--- src/sv/brb_pkg.sv ---
// ----------------------------------------------------------------------------
// brb_pkg
// shared sizes, types and helpers for the byte ring buffer
// ----------------------------------------------------------------------------
package brb_pkg;

  localparam int DEPTH   = 256;
  localparam int PTR_W   = 8;
  localparam int FILL_W  = 9;
  localparam int MAX_GET = 64;
  localparam int CNT_W   = 7;
  localparam int CAP_W   = 9;

  localparam logic [CNT_W-1:0]  MAX_GET_C = CNT_W'(MAX_GET);

  // register index on the configuration port
  localparam logic REG_CAPACITY = 1'b0;

  // request kinds
  localparam logic REQ_PUSH = 1'b0;
  localparam logic REQ_GET  = 1'b1;

  typedef enum logic {
    ST_IDLE,
    ST_GET
  } state_t;

  // step a slot pointer, wrapping at the usable capacity
  function automatic logic [PTR_W-1:0] ptr_adv(input logic [PTR_W-1:0] p,
                                               input logic [CAP_W-1:0] cap);
    logic [CAP_W-1:0] s;
    s = CAP_W'(p) + CAP_W'(1);
    return (s >= cap) ? '0 : s[PTR_W-1:0];
  endfunction

endpackage

--- src/sv/brb_ram.sv ---
// ----------------------------------------------------------------------------
// brb_ram
// simple dual-port synchronous ram, one write and one registered read port
// ----------------------------------------------------------------------------
module brb_ram #(
  parameter int DW = 8,
  parameter int AW = 8
) (
  input  logic          clk,
  input  logic          we,
  input  logic [AW-1:0] waddr,
  input  logic [DW-1:0] wdata,
  input  logic          re,
  input  logic [AW-1:0] raddr,
  output logic [DW-1:0] rdata
);

  logic [DW-1:0] mem [2**AW];

  always_ff @(posedge clk) begin
    if (we) begin
      mem[waddr] <= wdata;
    end
  end

  // read data holds until the next read
  always_ff @(posedge clk) begin
    if (re) begin
      rdata <= mem[raddr];
    end
  end

endmodule

--- src/sv/byte_ring_buffer_core.sv ---
// ----------------------------------------------------------------------------
// byte_ring_buffer_core
// circular byte fifo with configurable capacity, burst push and counted get
// ----------------------------------------------------------------------------
//  channel   dir  handshake            contents
//  s_*       in   s_tvalid/s_tready    push byte or get request
//  m_*       out  m_tvalid/m_tready    status, read byte, fill and pointers
//  apb       in   psel/penable/pready  capacity register at byte address 0
//
//  a push does the ram write and the result load in the accepting cycle
//  a get of n bytes holds the input through the accept, n ram reads and
//  the move of the last byte into the output register
//  an empty get gives its single result in the accepting cycle
//  rst is synchronous and empties the buffer, capacity returns to 256
//  a stalled output halts the read stream once the read stage holds a byte; no input is taken mid get
// ----------------------------------------------------------------------------
module byte_ring_buffer_core (
  input  logic        clk,
  input  logic        rst,
  // apb configuration
  input  logic        psel,
  input  logic        penable,
  input  logic        pwrite,
  input  logic [2:0]  paddr,
  input  logic [31:0] pwdata,
  output logic [31:0] prdata,
  output logic        pready,
  // request stream
  input  logic        s_tvalid,
  output logic        s_tready,
  input  logic [23:0] s_tdata,   // burst_len[8:0], push_byte[16:9], get_max[23:17]
  input  logic [1:0]  s_tuser,   // req_type[0], burst_first[1]
  // result stream
  output logic        m_tvalid,
  input  logic        m_tready,
  output logic [39:0] m_tdata,   // out_byte[7:0], fill_level[16:8], write_pos[24:17],
                                 // read_pos[32:25], zero[39:33]
  output logic [1:0]  m_tuser,   // status[0], out_valid[1]
  output logic        m_tlast
);

  localparam int PW = brb_pkg::PTR_W;
  localparam int FW = brb_pkg::FILL_W;
  localparam int CW = brb_pkg::CNT_W;
  localparam int AW = brb_pkg::CAP_W;

  // ---- request fields
  logic          req_type;
  logic          burst_first;
  logic [FW-1:0] burst_len;
  logic [7:0]    push_byte;
  logic [CW-1:0] get_max;

  assign req_type    = s_tuser[0];
  assign burst_first = s_tuser[1];
  assign burst_len   = s_tdata[8:0];
  assign push_byte   = s_tdata[16:9];
  assign get_max     = s_tdata[23:17];

  // ---- architectural state
  brb_pkg::state_t state, state_next;
  logic [AW-1:0] capacity;
  logic [PW-1:0] write_index;
  logic [PW-1:0] read_index;
  logic [FW-1:0] fill_count;
  logic          burst_rejected;
  logic [CW-1:0] get_left;

  // read stage between ram and output register
  logic          rd_busy;
  logic [FW-1:0] pend_fill;
  logic [PW-1:0] pend_rpos;
  logic          pend_last;

  // output register
  logic          o_status;
  logic          o_valid;
  logic [7:0]    o_byte;
  logic          o_last;
  logic [FW-1:0] o_fill;
  logic [PW-1:0] o_wpos;
  logic [PW-1:0] o_rpos;

  // ---- configuration port
  logic          cfg_wr;
  logic [AW-1:0] cfg_val;

  assign pready = 1'b1;
  assign cfg_wr = psel && penable && pwrite && pready && (paddr[2] == brb_pkg::REG_CAPACITY);

  always_comb begin
    cfg_val = pwdata[AW-1:0];
    if (cfg_val == '0) begin
      cfg_val = AW'(1);
    end else if (cfg_val > AW'(brb_pkg::DEPTH)) begin
      cfg_val = AW'(brb_pkg::DEPTH);
    end
  end

  assign prdata = (paddr[2] == brb_pkg::REG_CAPACITY) ? {{(32-AW){1'b0}}, capacity} : '0;

  // ---- common handshake terms
  logic out_free;
  logic in_acc;
  logic is_push;
  logic is_get;

  assign out_free = !m_tvalid || m_tready;
  assign in_acc   = s_tvalid && s_tready;
  assign is_push  = in_acc && (req_type == brb_pkg::REQ_PUSH);
  assign is_get   = in_acc && (req_type == brb_pkg::REQ_GET);

  // ---- push decision
  logic          rej_new;
  logic          drop;
  logic [FW:0]   need;

  assign need    = (FW+1)'(burst_len) + (FW+1)'(fill_count);
  assign rej_new = burst_first ? (need > (FW+1)'(capacity)) : burst_rejected;
  assign drop    = rej_new || (fill_count >= capacity);

  // ---- get length: min(fill, saturated get_max)
  logic [CW-1:0] gm_sat;
  logic [CW-1:0] get_n;

  assign gm_sat = (get_max > brb_pkg::MAX_GET_C) ? brb_pkg::MAX_GET_C : get_max;
  assign get_n  = (fill_count < FW'(gm_sat)) ? fill_count[CW-1:0] : gm_sat;

  // ---- read issue and transfer of the read stage
  logic          rd_issue;
  logic          rd_move;
  logic [PW-1:0] rd_next_idx;
  logic [7:0]    rd_data;

  assign rd_next_idx = brb_pkg::ptr_adv(read_index, capacity);
  assign rd_move     = rd_busy && out_free;

  // ---- state machine: next state
  always_comb begin
    state_next = state;
    case (state)
      brb_pkg::ST_IDLE: begin
        if (is_get && (get_n != '0)) begin
          state_next = brb_pkg::ST_GET;
        end
      end
      brb_pkg::ST_GET: begin
        if (rd_issue && (get_left == CW'(1))) begin
          state_next = brb_pkg::ST_IDLE;
        end
      end
      default: state_next = brb_pkg::ST_IDLE;
    endcase
  end

  // ---- state machine: outputs
  // no input while a read is in flight, so a ram write never meets a read
  always_comb begin
    s_tready = 1'b0;
    rd_issue = 1'b0;
    case (state)
      brb_pkg::ST_IDLE: begin
        s_tready = out_free && !rd_busy;
      end
      brb_pkg::ST_GET: begin
        rd_issue = (get_left != '0) && (!rd_busy || out_free);
      end
      default: begin
        s_tready = 1'b0;
        rd_issue = 1'b0;
      end
    endcase
  end

  // ---- byte store
  brb_ram #(
    .DW (8),
    .AW (PW)
  ) u_ram (
    .clk   (clk),
    .we    (is_push && !drop),
    .waddr (write_index),
    .wdata (push_byte),
    .re    (rd_issue),
    .raddr (read_index),
    .rdata (rd_data)
  );

  // ---- control registers
  always_ff @(posedge clk) begin
    if (rst) begin
      state          <= brb_pkg::ST_IDLE;
      capacity       <= AW'(brb_pkg::DEPTH);
      write_index    <= '0;
      read_index     <= '0;
      fill_count     <= '0;
      burst_rejected <= 1'b0;
      get_left       <= '0;
      rd_busy        <= 1'b0;
    end else if (cfg_wr) begin
      // a capacity write empties the buffer
      capacity       <= cfg_val;
      write_index    <= '0;
      read_index     <= '0;
      fill_count     <= '0;
      burst_rejected <= 1'b0;
    end else begin
      state <= state_next;
      if (is_push) begin
        burst_rejected <= rej_new;
        if (!drop) begin
          fill_count  <= fill_count + FW'(1);
          write_index <= brb_pkg::ptr_adv(write_index, capacity);
        end
      end
      if (is_get) begin
        get_left <= get_n;
      end
      if (rd_issue) begin
        get_left   <= get_left - CW'(1);
        fill_count <= fill_count - FW'(1);
        read_index <= rd_next_idx;
        rd_busy    <= 1'b1;
      end else if (rd_move) begin
        rd_busy <= 1'b0;
      end
    end
  end

  // state after a read, carried alongside the ram access
  always_ff @(posedge clk) begin
    if (rd_issue) begin
      pend_fill <= fill_count - FW'(1);
      pend_rpos <= rd_next_idx;
      pend_last <= (get_left == CW'(1));
    end
  end

  // ---- output register
  always_ff @(posedge clk) begin
    if (rst) begin
      m_tvalid <= 1'b0;
    end else if (in_acc && (is_push || get_n == '0)) begin
      m_tvalid <= 1'b1;
    end else if (rd_move) begin
      m_tvalid <= 1'b1;
    end else if (m_tready) begin
      m_tvalid <= 1'b0;
    end
  end

  always_ff @(posedge clk) begin
    if (is_push) begin
      o_status <= drop;
      o_valid  <= 1'b0;
      o_byte   <= '0;
      o_last   <= 1'b1;
      o_fill   <= drop ? fill_count : fill_count + FW'(1);
      o_wpos   <= drop ? write_index : brb_pkg::ptr_adv(write_index, capacity);
      o_rpos   <= read_index;
    end else if (is_get && (get_n == '0)) begin
      // empty get: one result without data
      o_status <= 1'b0;
      o_valid  <= 1'b0;
      o_byte   <= '0;
      o_last   <= 1'b1;
      o_fill   <= fill_count;
      o_wpos   <= write_index;
      o_rpos   <= read_index;
    end else if (rd_move) begin
      o_status <= 1'b0;
      o_valid  <= 1'b1;
      o_byte   <= rd_data;
      o_last   <= pend_last;
      o_fill   <= pend_fill;
      o_wpos   <= write_index;
      o_rpos   <= pend_rpos;
    end
  end

  assign m_tdata = {7'b0, o_rpos, o_wpos, o_fill, o_byte};
  assign m_tuser = {o_valid, o_status};
  assign m_tlast = o_last;

endmodule

--- config.mk ---
export PLATFORM = sky130hd
export DESIGN_NAME = byte_ring_buffer_core
export DESIGN_NICKNAME = d
export VERILOG_FILES = /design/src/sv/brb_pkg.sv /design/src/sv/brb_ram.sv /design/src/sv/byte_ring_buffer_core.sv
export SDC_FILE = /design/constraint.sdc
export NUM_CORES = 2
export LEC_CHECK = 0
export BUFFER_PORTS_ARGS = -buffer_cell sky130_fd_sc_hd__buf_2
export CELL_PAD_IN_SITES_DETAIL_PLACEMENT = 0
export CELL_PAD_IN_SITES_GLOBAL_PLACEMENT = 1
export CORE_AREA = 2 2 399 401
export CTS_BUF_LIST = sky130_fd_sc_hd__clkbuf_16
export DETAILED_ROUTE_END_ITERATION = 10
export DIE_AREA = 0 0 401 403
export GPL_TIMING_DRIVEN = 0
export PLACE_DENSITY = 0.77
export SLEW_MARGIN = 0
export SYNTH_ARGS = -nofsm -noshare
export SYNTH_HDL_FRONTEND = slang
export SYNTH_HIERARCHICAL = 1
export SYNTH_SLANG_ARGS = --single-unit
--- constraint.sdc ---
create_clock -name clk -period 8.3 [get_ports clk]
set_clock_uncertainty 0.15 [all_clocks]
set_input_delay 2.075 -clock clk [delete_from_list [all_inputs] [get_ports clk]]
set_output_delay 2.075 -clock clk [all_outputs]
set_load 0.02 [all_outputs]
After elaboration in Yosys (flattened, before gate mapping)
Memory sizes are Yosys's and may differ from the RTL's. A register that Yosys moved wholly into a read port is not among the register bits.
Index checks and enable logic that the tools add are counted.
{"block": "totals", "output_inout_bits": 78, "elab_cells": 109, "mem_count": 1, "ff_bits": 99, "ram_bits": 2048, "inputBits": 68}
{"name": "u_ram.mem", "depth": 256, "width": 8, "rd": 1, "rd_clocked_by_memory_dff": 1, "write_ports": 1, "line": "brb_ram.sv:18", "rtl": "logic [DW-1:0] mem [2**AW];"}
{"block": "classes", "n_mux": 37, "n_addsub": 6, "n_eq_ne": 1, "reduce_logical": 34, "n_bitwise": 4, "n_lt_le_gt_ge": 7}
{"op": "9-bit two-way mux", "n": 9}
{"op": "8-bit two-way mux", "n": 9}
{"op": "7-bit two-way mux", "n": 4}
{"op": "9-bit >= comparator", "n": 3}
{"op": "8-bit by 1-bit adder with 9-bit output, second input constant", "n": 2}
{"op": "1-bit logical AND", "n": 14}
{"op": "1-bit two-way mux", "n": 14}
{"op": "7-bit nonzero test", "n": 2}
{"op": "9-bit by 9-bit adder with 10-bit output", "n": 1}
{"op": "10-bit by 9-bit > comparator with 1-bit output", "n": 1}
{"op": "9-bit by 1-bit adder with 9-bit output, second input constant", "n": 1}
{"op": "9-bit > comparator, second input constant", "n": 1}
{"op": "9-bit zero test", "n": 1}
{"op": "9-bit by 7-bit < comparator with 1-bit output", "n": 1}
{"op": "9-bit by 1-bit subtractor with 9-bit output, second input constant", "n": 1}
{"op": "7-bit by 1-bit == test with 1-bit output, second input constant", "n": 1}
{"op": "7-bit > comparator, second input constant", "n": 1}
{"op": "7-bit zero test", "n": 1}
{"op": "7-bit by 1-bit subtractor with 7-bit output, second input constant", "n": 1}
{"op": "2-bit nonzero test", "n": 3}
{"op": "3-bit nonzero test", "n": 2}
{"op": "1-bit logical OR", "n": 4}
{"op": "1-bit inverter", "n": 4}
{"op": "2-bit AND reduction", "n": 2}
{"op": "3 further kinds", "n": 6}

Longest topological paths before layout
{"block": "logic_depth", "ltp_word": 9, "ltp_mapped": 20, "depth_no_buf": 17}

By module
The synthesis kept the hierarchy.
{"mod": "brb_ram", "cells_per_inst": 3733, "area_each_um2": 79636.4, "instances": 1, "seq_area_each_um2": 61739.2}
{"mod": "byte_ring_buffer_core", "cells_per_inst": 734, "area_each_um2": 6480.0, "instances": 1, "seq_area_each_um2": 2422.3}

Worst setup path after synthesis
Ideal clock, no wire load.
{"block": "synth_timing", "path_kind": "input port to flip-flop", "start": "in s_tdata[0]", "end": "mem u_ram.mem[234][0], enable pin", "arrival_time_ns": 6.178, "n_path_buf": 3, "setup_ns": 0.370, "setup_slack_ns": 1.602, "t_required_ns": 7.780, "cell_stages": 20, "path_cell_list": "ha_1 fa_1 a21o_1 a21oi_1 o21bai_1 a21oi_1 o21ai_0 xor2_1 ha_1 a211oi_1 o2111a_1 o311a_1 o22a_1 o211ai_1 inv_1 clkbuf_1 buf_1 nand3_1 clkbuf_1 nor2_1"}
{"block": "synth_via", "elab_chain_len": 8}
{"item": "from (decl)", "line": "byte_ring_buffer_core.sv:31", "rtl": "input logic [23:0] s_tdata,"}
{"item": "9-bit by 9-bit adder with 10-bit output", "line": "byte_ring_buffer_core.sv:118", "rtl": "assign need = (FW+1)'(burst_len) + (FW+1)'(fill_count);"}
{"item": "10-bit by 9-bit > comparator with 1-bit output", "line": "byte_ring_buffer_core.sv:119", "rtl": "assign rej_new = burst_first ? (need > (FW+1)'(capacity)) : burst_rejected;"}
{"item": "1-bit two-way mux", "line": "byte_ring_buffer_core.sv:119"}
{"item": "1-bit logical OR", "line": "byte_ring_buffer_core.sv:120", "rtl": "assign drop = rej_new || (fill_count >= capacity);"}
{"item": "1-bit zero test"}
{"item": "1-bit logical AND", "line": "byte_ring_buffer_core.sv:181", "rtl": ".we (is_push && !drop),"}
{"item": "1-bit two-way mux", "line": "brb_ram.sv:21", "rtl": "if (we) begin"}
{"item": "1-bit two-way mux (not written as such)", "line": "brb_ram.sv:22", "rtl": "mem[waddr] <= wdata;"}
{"item": "to (decl)", "line": "brb_ram.sv:18"}
Every way passes these cells.

Final worst setup path
{"block": "layout_timing", "start": "in s_tdata[0]", "end": "mem u_ram.mem[116][6], enable pin"}
The elaborated chain is that of the path after synthesis.

==> results.cfg <==
[setup_path]
cp.arrival_ns = 8.72
worstPathRequired_ns = 8.63
worstSetupPathType = input port to flop
cp_max_fo = 10
cp_slowest_cell = nor2_1
worstPathCellList = buf_2 -> ha_1 -> fa_1 -> a21o_1 -> a21oi_1 -> o21bai_1 -> a21oi_1 -> o21ai_0 -> xor2_1 -> ha_1 -> a211oi_1 -> o2111a_1 -> o311a_1 -> o22a_1 -> o211ai_1 -> inv_1 -> clkbuf_2 -> buf_1 -> nand3_1 -> clkbuf_2 -> nor2_1
crit_path_start_kind = input port
end_kind = flop
cp_slowest_stage_delay_ns = 0.86

[synth]
synth_xor_area_frac = 0.00224
synth_seq_cells = 2155
avgSynthCellArea_sq_um = 19.3
seq_area_frac_synth = 0.745
synth_edf_count = 2100
async_flop_share = 0
synth.area.top_cells = edfxtp_1 (73%), mux4_2 (12%), mux2i_1 (1.6%), nor2_1 (1.5%), dfxtp_1 (1.3%)
ys.flop_type = edfxtp_1
syn_inst = 4467
synth_top_family_by_area = multiplexers
synthAdderAreaFrac = 0.00866
synth_compound_area_frac = 0.0457
synthSimpleGateAreaFrac = 0.0394
ys_warn_count = 6
synth.mux.area_fraction = 0.136
synth_area_sq_um = 86100
synth_top_cell_area_share = 0.732
synthDistinctLibCells = 84
synth_area_leader_cell = edfxtp_1

[clock_network]
cts_tree = done
cts-root-buf = clkbuf_16
clock_path_buffers = 3
cts_buffers = 210
htreeDepth = 4
cts.clk_slew.worst_paths_ns = 0.06
insertion_delay_ns = 0.87
clock-sinks = 2155

[timing]
fmax_mhz = 119
worst_slew_pin_slew_ns = 1.54
finalCritPeriodShare = 1.01
worst_slack_ns = -0.0825
layout_min_cycle_time_ns = 8.38
final_max_slew_viol_count = 18
setup_viol = 32
hold_violations = 0
setup_tns_ns = -1.27
grt_setup_unrepaired = yes
relSlewSlack = -0.0346

[routing]
ant_nets = 0
drc = 0
drt-total-wl_mm = 257
first_iter_violations = 7416
dr.pass1.iters = 6
vias = 47800
routed_via_density = 6.75
wire_per_inst_um = 36.3

[final_layout]
nNetsFinal = 4947
num-fill-cells = 11100
layout_common_cells = edfxtp_1 (2100), mux4_2 (454), nor2_1 (274)
multi_input_comb_area_sq_um = 20300
syn2layout_area_growth_pct = 12.2
seqCellArea_sq_um = 64200
final_common_cell = edfxtp_1
stdcell_area_sq_um = 96700
drive_above_1_share = 0.223
final_core_util = 0.614

[power_and_ir_drop]
power_mw = 22.3
swShare = 0.213
peakVddDrop_mv = 0.295
p_clk_frac = 0.412
p_sw_mw = 4.75
power.density_nw_per_um2 = 231
p_int_mw = 17.5
leakage_nw = 29.8
seqPwrFrac = 0.539
combPwrFrac = 0.048

[grt]
grtUsageTotal = 0.317
grt_busiest_layer = met2
met2_usage = 0.463
overflow = 0
grt_max_degree = 150
antenna_found_initial = 12
grt_pass1_wl_mm = 351
met3_usage = 0.102
grt_pass1_vias = 45300
grt.met1_usage = 0.433

[floorplanning]
die_x_um = 401
start_util = 0.547
die_area_sq_um = 162000
die_y_um = 403
num_rows = 146
io_pins = 146
core_sq_um = 157000

[hold_path]
min_path_type = flop to flop

[status]
violations = max-capacitance violations, max-slew violations, negative setup slack
status = finished with violations

[placement]
place_hpwl_mm = 171
port_buffers = 87
placed_cell_area_sq_um = 89700
gp_congestion = 0.995
pre_cts_ws_ns = -1.02

[job]
max_cap_violations = 4
-- flip-flops by register name, summed over array words and instances (netlist names), 8 cells and up --
name / cells
o_byte: 8
o_wpos: 8
write_index: 8
fill_count: 9
o_rpos: 8
u_ram/mem: 2048
capacity: 9
o_fill: 9
u_ram/rdata: 8
pend_fill: 9
read_index: 8
pend_rpos: 8
-- metrics by stage --
step,hold WS (ns),std cells
finish,0.299,7072
global placement,0.290,6655
detailed placement,0.296,6671
global route,0.318,7070
CTS,0.303,7060
floorplan,0.281,4496
-- path summary, 6_finish.rpt --
kind                  from  depth (start not counted)  slack, ns                end
min reg2reg      o_byte[0]                          2       0.30          o_byte[0]
max             s_tdata[0]                         21      -0.08  u_ram/mem[116][6]
min              o_byte[0]                          2       0.30          o_byte[0]
max reg2reg  fill_count[0]                         20       0.68  u_ram/mem[116][6]
-- Yosys cell counts, types with 17 or more instances --
library cell,count
clkbuf_1,129
buf_1,26
a22oi_1,137
mux4_2,454
nand2b_1,17
dfxtp_1,55
o221ai_1,46
nor2b_1,40
nor2_1,339
a211oi_1,31
buf_4,62
o211ai_1,19
edfxtp_1,2100
inv_1,34
nand2_1,131
ha_1,58
buf_2,33
nand3_1,53
nor4_1,28
o21ai_0,46
a21oi_1,150
nor3_1,38
mux2i_1,138
o22ai_1,35
buf_6,23
-- power groups by stage --
stage / Sequential [mW] / Combinational [mW] / Clock (mW)
3_3_place_gp: 12.3 / 1.02 / 0
4_1_cts: 12.0 / 1.06 / 9.29
5_1_grt: 12.0 / 1.13 / 9.71
3_5_place_dp: 12.3 / 1.06 / 0
2_1_floorplan: 12.3 / 0.552 / 0
6_report: 12.0 / 1.08 / 9.19
-- cell type report --
cell class / instances / area share
Buffer: 295 / 0.0193
Timing Repair Buffer: 112 / 0.00984
Clock inverter: 175 / 0.0133
Inverter: 36 / 0.00140
Antenna cell: 3 / 0.0000777
Sequential cell: 2155 / 0.664
Multi-Input combinational cell: 2010 / 0.210
Clock buffer: 214 / 0.0554
Tap cell: 2072 / 0.0268
-- layer usage --
layer / wire length [um] / share of wire
met5: 301 / 0.0012
met4: 13800 / 0.054
met3: 35500 / 0.14
met2: 114000 / 0.44
met1: 93100 / 0.36
-- what timing repair did --
action	in CTS	in global routing
endpoints found under the hold margin	0	0
gates resized for setup	4	69
cloned	0	0
hold buffers	0	0
setup endpoints to repair	46	1228
buffers inserted	0	3
pin swaps	0	1
-- critical path, delay by kind of cell --
kind	cells	cell delay [ns]
AOI/OAI and AO/OA	10	2.25
xor gates and xnor gates	1	0.16
adders and majority gates	3	0.84
buffers and inverters	5	2.08
and+or+nand+nor	2	1.28
-- cell families (layout without fill, tap and decap cells) --
family	count (synthesis)	count (layout)
other	2	34
DFF	2155	2155
adders and majority gates	59	59
buffers and inverters	331	832
AOI/OAI and AO/OA	567	567
and+or+nand+nor	733	733
xor gates and xnor gates	22	22
muxes	598	598
Note: power is estimated with default switching activity, not from simulation.
